--- src/sv/acc_pkg.sv ---
package acc_pkg;

    // Default depth of the battery averaging window
    localparam int ACC_WINDOW = 30;

    // Field widths
    localparam int CH_W       = 3;
    localparam int SMP_W      = 12;
    localparam int LVL_W      = 9;
    localparam int CUR_W      = 19;
    localparam int GAIN_W     = 16;
    localparam int DB_W       = 9;
    localparam int OFF_W      = 10;
    localparam int CFG_IDX_W  = 3;
    localparam int CFG_DATA_W = 16;

    // Configuration register indexes
    typedef enum logic [CFG_IDX_W-1:0] {
        CFG_GAIN     = 3'd0,
        CFG_MODE     = 3'd1,
        CFG_DEADBAND = 3'd2,
        CFG_FILL_OFF = 3'd3,
        CFG_FULL_OFF = 3'd4
    } t_cfg_idx;

    // Register values after reset
    localparam logic [GAIN_W-1:0] GAIN_RST     = 16'd1000;
    localparam logic              MODE_RST     = 1'b0;
    localparam logic [DB_W-1:0]   DEADBAND_RST = 9'd2;
    localparam logic [OFF_W-1:0]  FILL_OFF_RST = 10'd70;
    localparam logic [OFF_W-1:0]  FULL_OFF_RST = 10'd140;

    // Divider modes
    localparam logic MODE_DIV190   = 1'b0;
    localparam logic MODE_DIV33333 = 1'b1;

    // Channel numbers
    localparam logic [CH_W-1:0] CH_CURRENT = 3'd0;
    localparam logic [CH_W-1:0] CH_START   = 3'd1;
    localparam logic [CH_W-1:0] CH_BATT    = 3'd2;
    localparam logic [CH_W-1:0] CH_BOARD   = 3'd3;
    localparam logic [CH_W-1:0] CH_MOTOR   = 3'd5;

    // Level = 500*s/4095: exact reciprocal, shift 33 for a 21-bit dividend
    localparam int             LVL_K  = 33;
    localparam int             LVL_C_W = 30;
    localparam int             LVL_P_W = SMP_W + LVL_C_W;
    localparam logic [LVL_C_W-1:0] LVL_C =
        LVL_C_W'(64'd500 * (((64'd1 << LVL_K) + 64'd4094) / 64'd4095));

    // Current = s*gain/1000: reciprocal of 1000, shift 38 for a 28-bit dividend
    localparam int             CUR_K   = 38;
    localparam int             CUR_M_W = 29;
    localparam int             CUR_X_W = SMP_W + GAIN_W;
    localparam int             CUR_P_W = CUR_X_W + CUR_M_W;
    localparam logic [CUR_M_W-1:0] CUR_M =
        CUR_M_W'(((64'd1 << CUR_K) + 64'd999) / 64'd1000);

    // Battery scale, both modes brought to a common shift of 42
    localparam int             BAT_K   = 42;
    localparam int             BAT_C_W = 45;
    localparam int             BAT_P_W = LVL_W + BAT_C_W;
    localparam logic [BAT_C_W-1:0] BAT_C0 =
        BAT_C_W'((64'd1000 * (((64'd1 << 27) + 64'd189) / 64'd190)) << 15);
    localparam logic [BAT_C_W-1:0] BAT_C1 =
        BAT_C_W'(64'd100000 * (((64'd1 << BAT_K) + 64'd33332) / 64'd33333));

    // Window command and status
    typedef struct packed {
        logic             rd;
        logic             push;
        logic [SMP_W-1:0] data;
    } t_win_cmd;

    typedef struct packed {
        logic             full;
        logic [SMP_W-1:0] avg;
    } t_win_stat;

    // Item sequencer
    typedef enum logic [2:0] {
        ST_IDLE,
        ST_MUL,
        ST_SCALE,
        ST_BATMUL,
        ST_WIN,
        ST_AVG,
        ST_FIN,
        ST_OUT
    } t_state;

endpackage

--- src/sv/acc_window.sv ---
module acc_window #(
    parameter int WINDOW = acc_pkg::ACC_WINDOW
) (
    input  logic                i_clk,
    input  logic                i_rst_n,
    input  acc_pkg::t_win_cmd   i_cmd,
    output acc_pkg::t_win_stat  o_stat
);
    import acc_pkg::*;

    localparam int PTR_W   = $clog2(WINDOW);
    localparam int FILL_W  = $clog2(WINDOW + 1);
    localparam int SUM_W   = $clog2(WINDOW * ((1 << SMP_W) - 1) + 1);
    localparam int AVG_K   = SUM_W + PTR_W;
    localparam int AVG_M_W = SUM_W + 1;
    localparam int PAVG_W  = SUM_W + AVG_M_W;
    localparam logic [AVG_M_W-1:0] AVG_M =
        AVG_M_W'(((64'd1 << AVG_K) + 64'(WINDOW) - 64'd1) / 64'(WINDOW));

    logic [SMP_W-1:0]  r_mem [WINDOW];
    logic [SMP_W-1:0]  r_old;
    logic [PTR_W-1:0]  r_ptr,  n_ptr;
    logic [FILL_W-1:0] r_fill, n_fill;
    logic [SUM_W-1:0]  r_sum,  n_sum;
    logic [PAVG_W-1:0] r_pavg;
    logic              s_full;

    assign s_full = (r_fill == FILL_W'(WINDOW));

    // Ring store: entry at the pointer is the oldest once the window is full
    always_ff @(posedge i_clk) begin
        if (i_cmd.push) begin
            r_mem[r_ptr] <= i_cmd.data;
        end
        if (i_cmd.rd) begin
            r_old <= r_mem[r_ptr];
        end
    end

    // Running sum: add the newest, drop the oldest when full
    always_comb begin
        n_sum  = SUM_W'({1'b0, r_sum} + (SUM_W + 1)'(i_cmd.data)
                        - (s_full ? (SUM_W + 1)'(r_old) : '0));
        n_ptr  = (r_ptr == PTR_W'(WINDOW - 1)) ? '0 : r_ptr + 1'b1;
        n_fill = s_full ? r_fill : r_fill + 1'b1;
    end

    always_ff @(posedge i_clk) begin
        if (!i_rst_n) begin
            r_ptr  <= '0;
            r_fill <= '0;
            r_sum  <= '0;
        end else if (i_cmd.push) begin
            r_ptr  <= n_ptr;
            r_fill <= n_fill;
            r_sum  <= n_sum;
        end
    end

    // Mean by reciprocal of the window depth
    always_ff @(posedge i_clk) begin
        r_pavg <= PAVG_W'(r_sum) * PAVG_W'(AVG_M);
    end

    assign o_stat.full = s_full;
    assign o_stat.avg  = r_pavg[AVG_K +: SMP_W];

endmodule

--- config.mk ---
export PLATFORM = sky130hd
export DESIGN_NAME = acc_window
export DESIGN_NICKNAME = d
export VERILOG_FILES = /design/src/sv/acc_pkg.sv /design/src/sv/acc_window.sv
export SDC_FILE = /design/constraint.sdc
export NUM_CORES = 1
export LEC_CHECK = 0
export ABC_AREA = 1
export BUFFER_PORTS_ARGS = -buffer_cell sky130_fd_sc_hd__buf_2
export CELL_PAD_IN_SITES_DETAIL_PLACEMENT = 0
export CELL_PAD_IN_SITES_GLOBAL_PLACEMENT = 1
export CORE_MARGIN = 1
export CORE_UTILIZATION = 50
export CTS_BUF_LIST = sky130_fd_sc_hd__clkbuf_4
export CTS_CLUSTER_SIZE = 14
export DETAILED_ROUTE_END_ITERATION = 10
export PLACE_DENSITY_LB_ADDON = 0.2
export SLEW_MARGIN = 20
export SYNTH_ARGS = -nofsm -noshare
export SYNTH_HDL_FRONTEND = slang
export SYNTH_SLANG_ARGS = --single-unit
--- constraint.sdc ---
create_clock -name i_clk -period 5.4 [get_ports i_clk]
set_input_delay 0.54 -clock i_clk [delete_from_list [all_inputs] [get_ports i_clk]]
set_output_delay 0.54 -clock i_clk [all_outputs]
set_load 0.02 [all_outputs]
### Yosys cells after proc, flatten, opt, wreduce, memory -nomap -nowiden

Memories as Yosys holds them, arrays and structs flattened. A register that Yosys moved wholly into a read port is not among the register bits.
Index checks and enable logic that the tools add are counted.

* bits in writable memories: 360
* flip-flop bits (word level): 61
* memories: 1
* input bits: 16
* output and inout port bits: 13

* bitwise logic cells: 1
* reduce and logical (&&, ||, !) cells: 1
* multiply operators: 1
* add/sub/neg operators: 4
* mux-type cells: 4
* equal/unequal tests: 2

Memory list
* r_mem: depth 30, width 12, rd ports 1, clocked after memory_dff 1, wr ports 1, RTL line acc_window.sv:20 `logic [SMP_W-1:0] r_mem [WINDOW];`

Operators with widths (number)
* 17-bit by 18-bit multiplier with 34-bit output (second input constant): 1
* 17-bit by 12-bit adder with 17-bit output: 1
* 17-bit by 12-bit subtractor with 17-bit output: 1
* 12-bit 2-to-1 mux: 1
* 5-bit by 1-bit adder with 5-bit output (second input constant): 2
* 5-bit == test (second input constant): 2
* 5-bit 2-to-1 mux: 1
* 1-bit 2-to-1 mux: 2
* 2-bit AND reduction: 1
* 1-bit NOT: 1

### Longest topological paths before layout

Gate-level depths: netlist (run 1).

* depth in word-level cells: 3
* depth in mapped cells: 25

### Worst setup path after synthesis (run 1)

OpenSTA, ideal clock, no wires.

* path kind: register to register
* from: reg r_sum[15]
* to: reg r_pavg[32]
* stages on the path, launching flop included: 20
* library setup time: 0.112 ns
* arrival time: 4.011 ns
* data required time: 5.288 ns
* clock period less this slack: 4.123 ns
* buffers on the path: 0
* slack: 1.277 ns
* cell sequence: dfxtp_1 inv_1 ha_1 ha_1 or2_2 fa_1 inv_1 fa_1 fa_1 inv_1 fa_1 ha_1 nand2_1 nor2_1 nand2_1 nor2_1 and2_1 nand2_1 nand3_1 nand2_1

* cells in the longest elaborated chain, start to end: 1

Ends and longest elaborated chain
* start: declaration: RTL line acc_window.sv:24 `logic [SUM_W-1:0] r_sum, n_sum;`
* start signal: assignment: RTL line acc_window.sv:56 `r_sum <= n_sum;`
* 17-bit by 18-bit multiplier with 34-bit output: RTL line acc_window.sv:62 `r_pavg <= PAVG_W'(r_sum) * PAVG_W'(AVG_M);`
* end signal: assignment: RTL line acc_window.sv:62
* end: declaration: RTL line acc_window.sv:25 `logic [PAVG_W-1:0] r_pavg;`

Every way passes these cells.
A chain may end at the register's enable or synchronous reset.

### Final worst setup path (run 1)

Ends and elaborated chain as after synthesis.

==> metrics.md, run 1 <==
| Metric | Value |
|---|---|
| Endpoints failing setup | 0 |
| Hold crit path type | input pin to flop |
| CP cell instances | inv_1, ha_1, ha_1, or2_2, fa_1, inv_1, fa_1, fa_1, inv_1, fa_1, ha_1, nand2_1, nor2_1, nand2_1, nor2_1, and2_1, nand2_1, nand3_1, nand2_1 |
| First-pass GRT wire length | 82,600 µm |
| GRT Overall Usage | 25.4% |
| Setup TNS | 0 ns |
| Worst-skew pair later-pin latency | 0.86 ns |
| Via density | 5.27 |
| Final core occ | 55.5% |
| Netlist Area Pre-Place | 21,300 µm² |
| RePlAce Congestion | 0.846 |
| Worst Reg2Reg Path Length in Cells | 19 |
| Family with the most delay on the worst path | adder cells |
| Mapped Cells | 2,118 |
| Tmin final | around 4.4 ns |
| Sinks on Clock Net | 411 |
| Status | finished clean |
| Post-route ant nets | 0 |
| Layout cells sized above 1 | a little over a tenth |
| Final Hold Violating Endpoints | 0 |
| DP HPWL | 35,600 µm |
| Routed wire length | between 50,000 and 60,000 µm |
| Combinational power share | 32.8% |
| Crit path to | r_pavg[32] |
| Worst R2R Start | r_sum[15] |
| I/O pins | 29 |
| Switch Pwr | ~3300 µW |
| Worst vdd ir | 0.262 mV |
| Pwr per Cell Area | 402 nW/µm² |
| Worst R2R Setup Slack | 0.95 ns |
| CTS tree | built |
| Detailed Routing Iterations Pass 1 | 5 |
| Crit. End Element | flop |
| Worst EP required | approximately 6.2 ns |
| Mapped Nets | 2,320 |
| Die area | 43,400 µm² |
| Post-route DRC | 0 |
| Max Cap Viol | 0 |
| Die Y | approximately 210 µm |
| RSZ-0062 raised after global routing | false |
| Layout area overhead | 9.43% |
| Slew @ Worst Pin | 0.826 ns |
| Fin crit share | 82.3% |
| Syn avg cell area | around 10 µm² |
| Std-Cell Rows | 75 |
| Avg WL per Cell | 19.0 µm |
| TritonCTS Buffers | between 100 and 150 |
| Area of the core | 41,900 µm² |
| Initial antenna violation count | 3 |
| CTS H-tree depth | 3 |
| Synth cell types | 38 |
| Post-cts repair resize count | 0 |
| Highest-delay cell along the critical path | fa_1 |
| Critical path launch point | r_sum[15] |
| CP bufs+invs | 3 |
| CP arrival | 5.21 ns |
| Die W | 208 µm |
| Max-slew violations | 0 |
| Worst slew margin | 45.0% |
| Setup crit start kind | flop |
| Worst-case clock buffer depth | 3 |
| Layout net count | 2,415 |
| Starting density of the core | 50.7% |
| Post-Route Skew | 0.0599 ns |
| Number of synthesized register bits | 411 |
| Worst path max stage delay | 0.51 ns |
| Vias | 14,904 |
| Vias in the first global route | 14,637 |
| RR Endpoint | r_pavg[32] |
| Root buffer cell | clkbuf_4 |
| Switching part of the total power | 35.7% |
| Port-buffer cells | 28 |
| Total gr overflow | 0 |
| LEAKAGE | 0.00996 µW |
| Clock transition at the registers of the reported paths | 0.07 ns |
| Seq/Total Area, Yosys | between 50 and 60% |
| Largest net degree at the start of global routing | 101 |
| CP max FO | 5 |
| Power Internal | ~6000 µW |
| Max Clk Rate | 0.225 GHz |
| Share of power burned in registers | around 40% |
| Iteration-0 DRC Markers | roughly 1,100 |
| Yosys warning count | 0 |
| Critical path depth | 19 |
| WS Path Type | flop to flop |
| Clock Power Share | 28.3% |
==> registers in the layout, summed over array words and instances (netlist names) <==
name,cells
r_pavg,12
r_fill,5
r_old,12
r_ptr,5
r_sum,17
r_mem,360
==> placed cells by master, fill, tap and decap left out, types with 2 or more instances in the layout <==
cell,n
and2_1,5
xor2_1,8
nand3_1,44
clkinv_4,2
nor4_1,2
edfxtp_1,372
buf_2,28
o21ai_1,39
a21oi_1,67
xnor2_1,2
nand4_1,12
clkinv_2,3
o21bai_1,5
o21a_1,2
inv_6,2
clkinv_1,18
nand2_1,388
bufinv_16,2
dfxtp_4,2
or2_2,3
mux2i_1,3
diode_2,3
dfxtp_1,37
o22ai_1,57
o21ai_0,160
a21o_1,3
nand3b_1,2
o31ai_1,3
fa_1,48
ha_1,138
clkbuf_4,154
nor2_2,15
inv_2,2
nor3_1,12
buf_4,33
nor2_1,324
inv_1,285
==> worst reg2reg max path: cells and delay by family (launching register included) <==
family	cells	cell delay (ns)
fa+ha+maj	7	2.61
simple gates	9	1.16
flops	1	0.40
buf+inv	3	0.21
==> final cells by class <==
type                            count  area (µm²)
Timing Repair Buffer               62         398
Sequential cell                   411       12000
Tap cell                          539         674
Clock buffer                      154        1160
Clock inverter                     26         169
Antenna cell                        3        7.51
Multi-Input combinational cell   1346        7820
Inverter                          288        1090
Fill cell                        3730       18700
==> worst min path at each step <==
stage               startpoint   endpoint  slack [ns]  cells after the start
finish               i_cmd[13]  r_old[11]         0.1                      1
global route         i_cmd[13]   r_old[7]        0.04                      1
detailed placement   r_fill[4]  r_fill[4]        0.45                      1
floorplan            r_fill[4]  r_fill[4]        0.42                      1
global placement     r_fill[4]  r_fill[4]        0.44                      1
CTS                  i_cmd[13]   r_old[1]        0.02                      1
==> power groups by stage <==
stage	logic, µW	clock network (µW)	registers [µW]
finish	3070	2650	3640
global route	3580	2840	3650
CTS	3100	2690	3640
detailed placement	3060	0	3710
global placement	3050	0	3710
floorplan	2190	0	3730
==> cells in the mapped netlist <==
cell | number | area share (%)
buf_2 | 32 | 0.75
nor2_1 | 339 | 6.0
inv_2 | 1 | 0.018
edfxtp_1 | 372 | 53
or2_2 | 3 | 0.088
buf_1 | 1 | 0.018
nand3_1 | 44 | 1.0
nor3b_1 | 1 | 0.035
inv_6 | 1 | 0.041
a21o_1 | 3 | 0.11
fa_1 | 48 | 4.5
o22ai_1 | 57 | 1.7
nand2_1 | 388 | 6.8
dfxtp_1 | 39 | 3.7
inv_1 | 285 | 5.0
o21ai_1 | 39 | 0.92
clkinv_1 | 1 | 0.018
buf_8 | 1 | 0.071
o21a_1 | 2 | 0.071
nor3_1 | 12 | 0.28
a21oi_1 | 67 | 1.6
o21ai_0 | 160 | 3.8
nor3_2 | 1 | 0.047
o31ai_1 | 3 | 0.11
buf_6 | 13 | 0.69
and2_1 | 5 | 0.15
ha_1 | 138 | 8.1
nand3b_1 | 2 | 0.071
clkbuf_1 | 20 | 0.35
o21bai_1 | 5 | 0.18
xnor2_1 | 2 | 0.082
a21boi_0 | 1 | 0.035
nand4_1 | 12 | 0.35
nand2b_1 | 1 | 0.029
buf_4 | 6 | 0.21
xor2_1 | 8 | 0.33
mux2i_1 | 3 | 0.14
nor4_1 | 2 | 0.059
==> through the flow <==
stage,hold WS [ns],setup slack (ns),power [µW],instances,cell area (µm²)
after floorplan,0.422,1.28,5910,2118,21300
after global placement,0.440,1.01,6760,2645,21900
after detailed placement,0.445,0.929,6770,2645,21900
after CTS,0.0231,0.947,9430,2826,23200
after global routing,0.0420,0.644,10100,2828,23300
final,0.0998,0.953,9360,2829,23300
==> cell families after synthesis <==
| logic type | after synthesis | share of synthesized area (%) |
|---|---|---|
| flip-flops | 411 | 56.2 |
| multiplexers | 3 | 0.141 |
| AO/OA/AOI/OAI | 337 | 8.43 |
| buffers and inverters | 361 | 7.20 |
| XOR/XNOR | 10 | 0.412 |
| adder cells (fa/ha/maj) | 186 | 12.6 |
| AND/OR/NAND/NOR | 810 | 15.0 |
==> routing by layer <==
layer  track usage, %  vias up  wire [µm]
met5                0        -          0
met4             7.41        0       1000
met3             5.46       75       3610
met2             40.2      424      24700
met1             35.1     7085      24300
li1                 -     7320          -
==> repair_timing <==
item / in CTS / in global routing
buffers inserted: 0 / 0
endpoints found under the hold margin: 4 / 0
hold buffers: 1 / 0
(Power assumes the default switching activity.)
==> inputs of run 2 (changes only) <==
--- a/config.mk
+++ b/config.mk
@@ -5,7 +5,7 @@
 export SDC_FILE = /design/constraint.sdc
 export NUM_CORES = 1
 export LEC_CHECK = 0
-export ABC_AREA = 1
+export ABC_AREA = 0
 export BUFFER_PORTS_ARGS = -buffer_cell sky130_fd_sc_hd__buf_2
 export CELL_PAD_IN_SITES_DETAIL_PLACEMENT = 0
 export CELL_PAD_IN_SITES_GLOBAL_PLACEMENT = 1
==> constraint.sdc (replaced) <==
create_clock -name i_clk -period 4.05 [get_ports i_clk]
set_input_delay 0.405 -clock i_clk [delete_from_list [all_inputs] [get_ports i_clk]]
set_output_delay 0.405 -clock i_clk [all_outputs]
set_load 0.02 [all_outputs]
==> run 2 against run 1 <==
The flow now finishes with violations (negative setup slack); setup slack got worse by 1.8 ns; register-to-register slack got worse by 1.8 ns; largest power group is now combinational cells; first-iteration DRC count fell by 38%; count of clock-buffer cells in the layout fell by 6; clock skew fell by 0.010 ns.
==> metrics.md, run 2 <==
| Metric | Value |
|---|---|
| Most common cell after layout, fill and taps aside | edfxtp_1 (was nand2_1) |
| TritonCTS Buffers | 104 (unchanged) |
| Initial antenna violation count | 5 (was 3) |
| Netlist Area Pre-Place | 19,600 µm² (was 21,300 µm²) |
| Final Hold Violating Endpoints | 0 (unchanged) |
| Die area | 40,000 µm² (was 43,400 µm²) |
| RePlAce Congestion | 0.844 (was 0.846) |
| Worst EP required | 4.69 ns (was 6.17 ns) |
| Post-Route Skew | 0.0495 ns (was 0.0599 ns) |
| Most frequent cells in the layout | edfxtp_1 (372), clkbuf_4 (148), inv_1 (135) (was nand2_1 (388), edfxtp_1 (372), nor2_1 (324)) |
| Seq/Total Area, Yosys | 60.9% (was 56.2%) |
| Tmin final | 4.86 ns (was 4.45 ns) |
| Max-slew violations | 0 (unchanged) |
| Worst Reg2Reg Path Length in Cells | 18 (was 19) |
| Register cell area after layout | 12,000 µm² (about the same) |
| Ranking of synthesized cells by area | edfxtp_1 (57%), mux4_2 (9.8%), ha_1 (8.8%) (was edfxtp_1 (53%), ha_1 (8.1%), nand2_1 (6.8%)) |
| Post-synth ARST share | 0% (unchanged) |
| Post-route ant nets | 0 (unchanged) |
| Via density | 5.40 (was 5.27) |
| Layout area overhead | 15.6% (was 9.43%) |
| Pwr per Cell Area | 627 nW/µm² (was 402 nW/µm²) |
| Avg WL per Cell | 21.7 µm (was 19.0 µm) |
| Hold endpoint | r_fill[1] (was r_old[11]) |
| Area post-placement | 21,100 µm² (was 21,900 µm²) |
| Vias | 11,044 (was 14,904) |
| Yosys warning count | 0 (unchanged) |
| Worst setup margin | -0.814 ns (was 0.953 ns) |
| Biggest registers after layout | r_mem: 360 flops, r_sum: 17 flops (unchanged) |
| Synth cell types | 56 (was 38) |
| Top_reg_cell synth | edfxtp_1 (unchanged) |
| Hold wc startpoint | i_rst_n (was i_cmd[13]) |
| Synth top area share | 57.0% (was 52.5%) |
| Max Clk Rate | 0.206 GHz (was 0.225 GHz) |
| Total gr overflow | 0 (unchanged) |
| LEAKAGE | 0.00874 µW (was 0.00996 µW) |
| Biggest register | r_mem (unchanged) |
| Slew @ Worst Pin | 1.04 ns (was 0.826 ns) |
| Max Cap Viol | 0 (unchanged) |
| Port-buffer cells | 28 (unchanged) |
| WS Path Type | flop to flop (unchanged) |
| First-pass GRT wire length | 66,400 µm (was 82,600 µm) |
| Layout net count | 1,655 (was 2,415) |
| Fillers | 3,090 (was 3,730) |
| Worst-skew pair later-pin latency | 0.81 ns (was 0.86 ns) |
| Starting density of the core | 50.7% (about the same) |
| GRT Overall Usage | 23.2% (was 25.4%) |
| RR Endpoint | r_pavg[33] (was r_pavg[32]) |
| Number of flip-flops under the largest register name | 360 (unchanged) |
| Mapped Nets | 1,439 (was 2,320) |
| Status | finished with violations (was finished clean) |
| Worst R2R Setup Slack | -0.81 ns (was 0.95 ns) |
| Syn avg cell area | 15.9 µm² (was 10.0 µm²) |
| Mapped Cells | 1,237 (was 2,118) |
| Sinks on Clock Net | 411 (unchanged) |
| Worst vdd ir | 0.377 mV (was 0.262 mV) |
| Number of synthesized register bits | 411 (unchanged) |
| Root buffer cell | clkbuf_4 (unchanged) |
| Post-route DRC | 0 (unchanged) |
| Die Y | 200 µm (was 208 µm) |
| CP arrival | 5.51 ns (was 5.21 ns) |
| Worst Hold Depth | 2 (was 1) |
| RSZ-0062 raised after global routing | true (was false) |
| Crit. End Element | flop (unchanged) |
| Most common library cells after synthesis | edfxtp_1 (372), inv_1 (139), ha_1 (138) (was nand2_1 (388), edfxtp_1 (372), nor2_1 (339)) |
| Detailed Routing Iterations Pass 1 | 5 (unchanged) |
| Setup crit start kind | flop (unchanged) |
| Hold crit path type | input pin to flop (unchanged) |
| CP max FO | 4 (was 5) |
| Fin crit share | 120% (was 82.3%) |
| Count leader, synth | edfxtp_1 (was nand2_1) |
| Die W | 200 µm (was 208 µm) |
| Std-Cell Rows | 72 (was 75) |
| Worst R2R Start | r_sum[15] (unchanged) |
| Multi-input logic area | 7190 µm² (was 7820 µm²) |
| Worst slew margin | 30.0% (was 45.0%) |
| Layout cells sized above 1 | 28.8% (was 10.8%) |
| DP HPWL | 30,600 µm (was 35,600 µm) |
| Clock transition at the registers of the reported paths | 0.06 ns (was 0.07 ns) |
| Largest net degree at the start of global routing | 39 (was 101) |
| Worst-case clock buffer depth | 3 (unchanged) |
| Endpoints failing setup | 12 (was 0) |
| CTS tree | built (unchanged) |
| Post-synth EDFFs | 372 (unchanged) |
| Vias in the first global route | 11,312 (was 14,637) |
| Post-synth top area cell | edfxtp_1 (unchanged) |
| I/O pins | 29 (unchanged) |
| Area of the core | 38,600 µm² (was 41,900 µm²) |
| Iteration-0 DRC Markers | 664 (was 1,076) |
| Routed wire length | 44,400 µm (was 53,700 µm) |
| Failing checks | negative setup slack |
| Final core occ | 58.7% (was 55.5%) |
| CTS H-tree depth | 3 (unchanged) |
| Post-route cell area | 22,700 µm² (was 23,300 µm²) |
## run 2: cell count changes after synthesis, moves of 33 or more
cell / change
o21ai_1: -38
inv_1: -146
nand3_1: -33
o21ai_0: -136
o22ai_1: -57
nand2_1: -349
mux4_2: +85
a21oi_1: -42
nor2_1: -274
## run 2: timing repair
item | in CTS | in global routing
setup endpoints to repair | 12 | 14
resized for setup | 17 | 22
hold endpoints to repair | 22 | 0
hold buffers | 3 | 0
pin swaps | 18 | 22
buffers inserted | 2 | 3
## run 2: through the flow
step | cells | hold WS, ns | setup slack (ns) | total power (µW) | setup TNS, ns
floorplan | 1237 | 0.477 | -0.630 | 8700 | -4.34
global placement | 1857 | 0.544 | -0.763 | 10500 | -6.26
finish | 2047 | 0.125 | -0.814 | 14200 | -6.52
CTS | 2041 | 0.0614 | -0.791 | 14100 | -6.23
detailed placement | 1857 | 0.550 | -0.882 | 10500 | -7.35
global route | 2047 | 0.0748 | -0.947 | 15400 | -8.51
## run 2: area by class of cell
| class | instances | share of cell area, % |
|---|---|---|
| flip-flops and latches | 411 | 52.8 |
| multi-input cells | 649 | 31.7 |
| clock buffers | 148 | 4.90 |
| repair buffers | 148 | 4.71 |
| well taps | 518 | 2.86 |
| inverters | 139 | 2.31 |
| clock inverters | 31 | 0.640 |
| diodes | 3 | 0.0331 |
## run 2: layer usage
layer / GRT usage, % / wire length [µm] / up-vias
li1: - / - / 5145
met1: 30.4 / 18700 / 5508
met2: 39.0 / 22300 / 296
met3: 4.18 / 2220 / 95
met4: 8.28 / 1250 / 0
met5: 0 / 0 / -
## run 2: worst max-delay path by stage
stage,endpoint,startpoint,depth (start not counted),slack (ns)
6_report,r_pavg[33],r_sum[15],18,-0.81
2_1_floorplan,r_pavg[33],r_sum[15],19,-0.63
3_3_place_gp,r_pavg[33],r_sum[15],19,-0.76
5_1_grt,r_pavg[33],r_sum[15],18,-0.95
4_1_cts,r_pavg[33],r_sum[15],18,-0.79
3_5_place_dp,r_pavg[33],r_sum[15],19,-0.88
## run 2: kinds of logic after synthesis
family	after synthesis	synth area share (%)
fa+ha+maj	186	13.7
mux	115	11.3
flops	411	60.9
xor+xnor	29	1.30
buf+inv	177	3.48
simple gates	201	5.07
compound gates	118	4.22
## run 2: power breakdown
part           internal, µW  switching [µW]
logic                  2790            3180
clock network          1680            1620
registers              4800             128
## run 2: worst max-delay path: stages, from the launching register on
cell and delay [ns]:
dfxtp_4 0.35, inv_4 0.04, ha_4 0.15, ha_4 0.14, or2_4 0.24, fa_1 0.47, inv_1 0.05, fa_1 0.47
fa_1 0.51, inv_1 0.05, fa_1 0.48, ha_4 0.30, nand4_1 0.12, nor2_2 0.13, or4b_4 0.51, a31oi_4 0.27
o311a_4 0.27, o31ai_4 0.06, xnor2_1 0.12
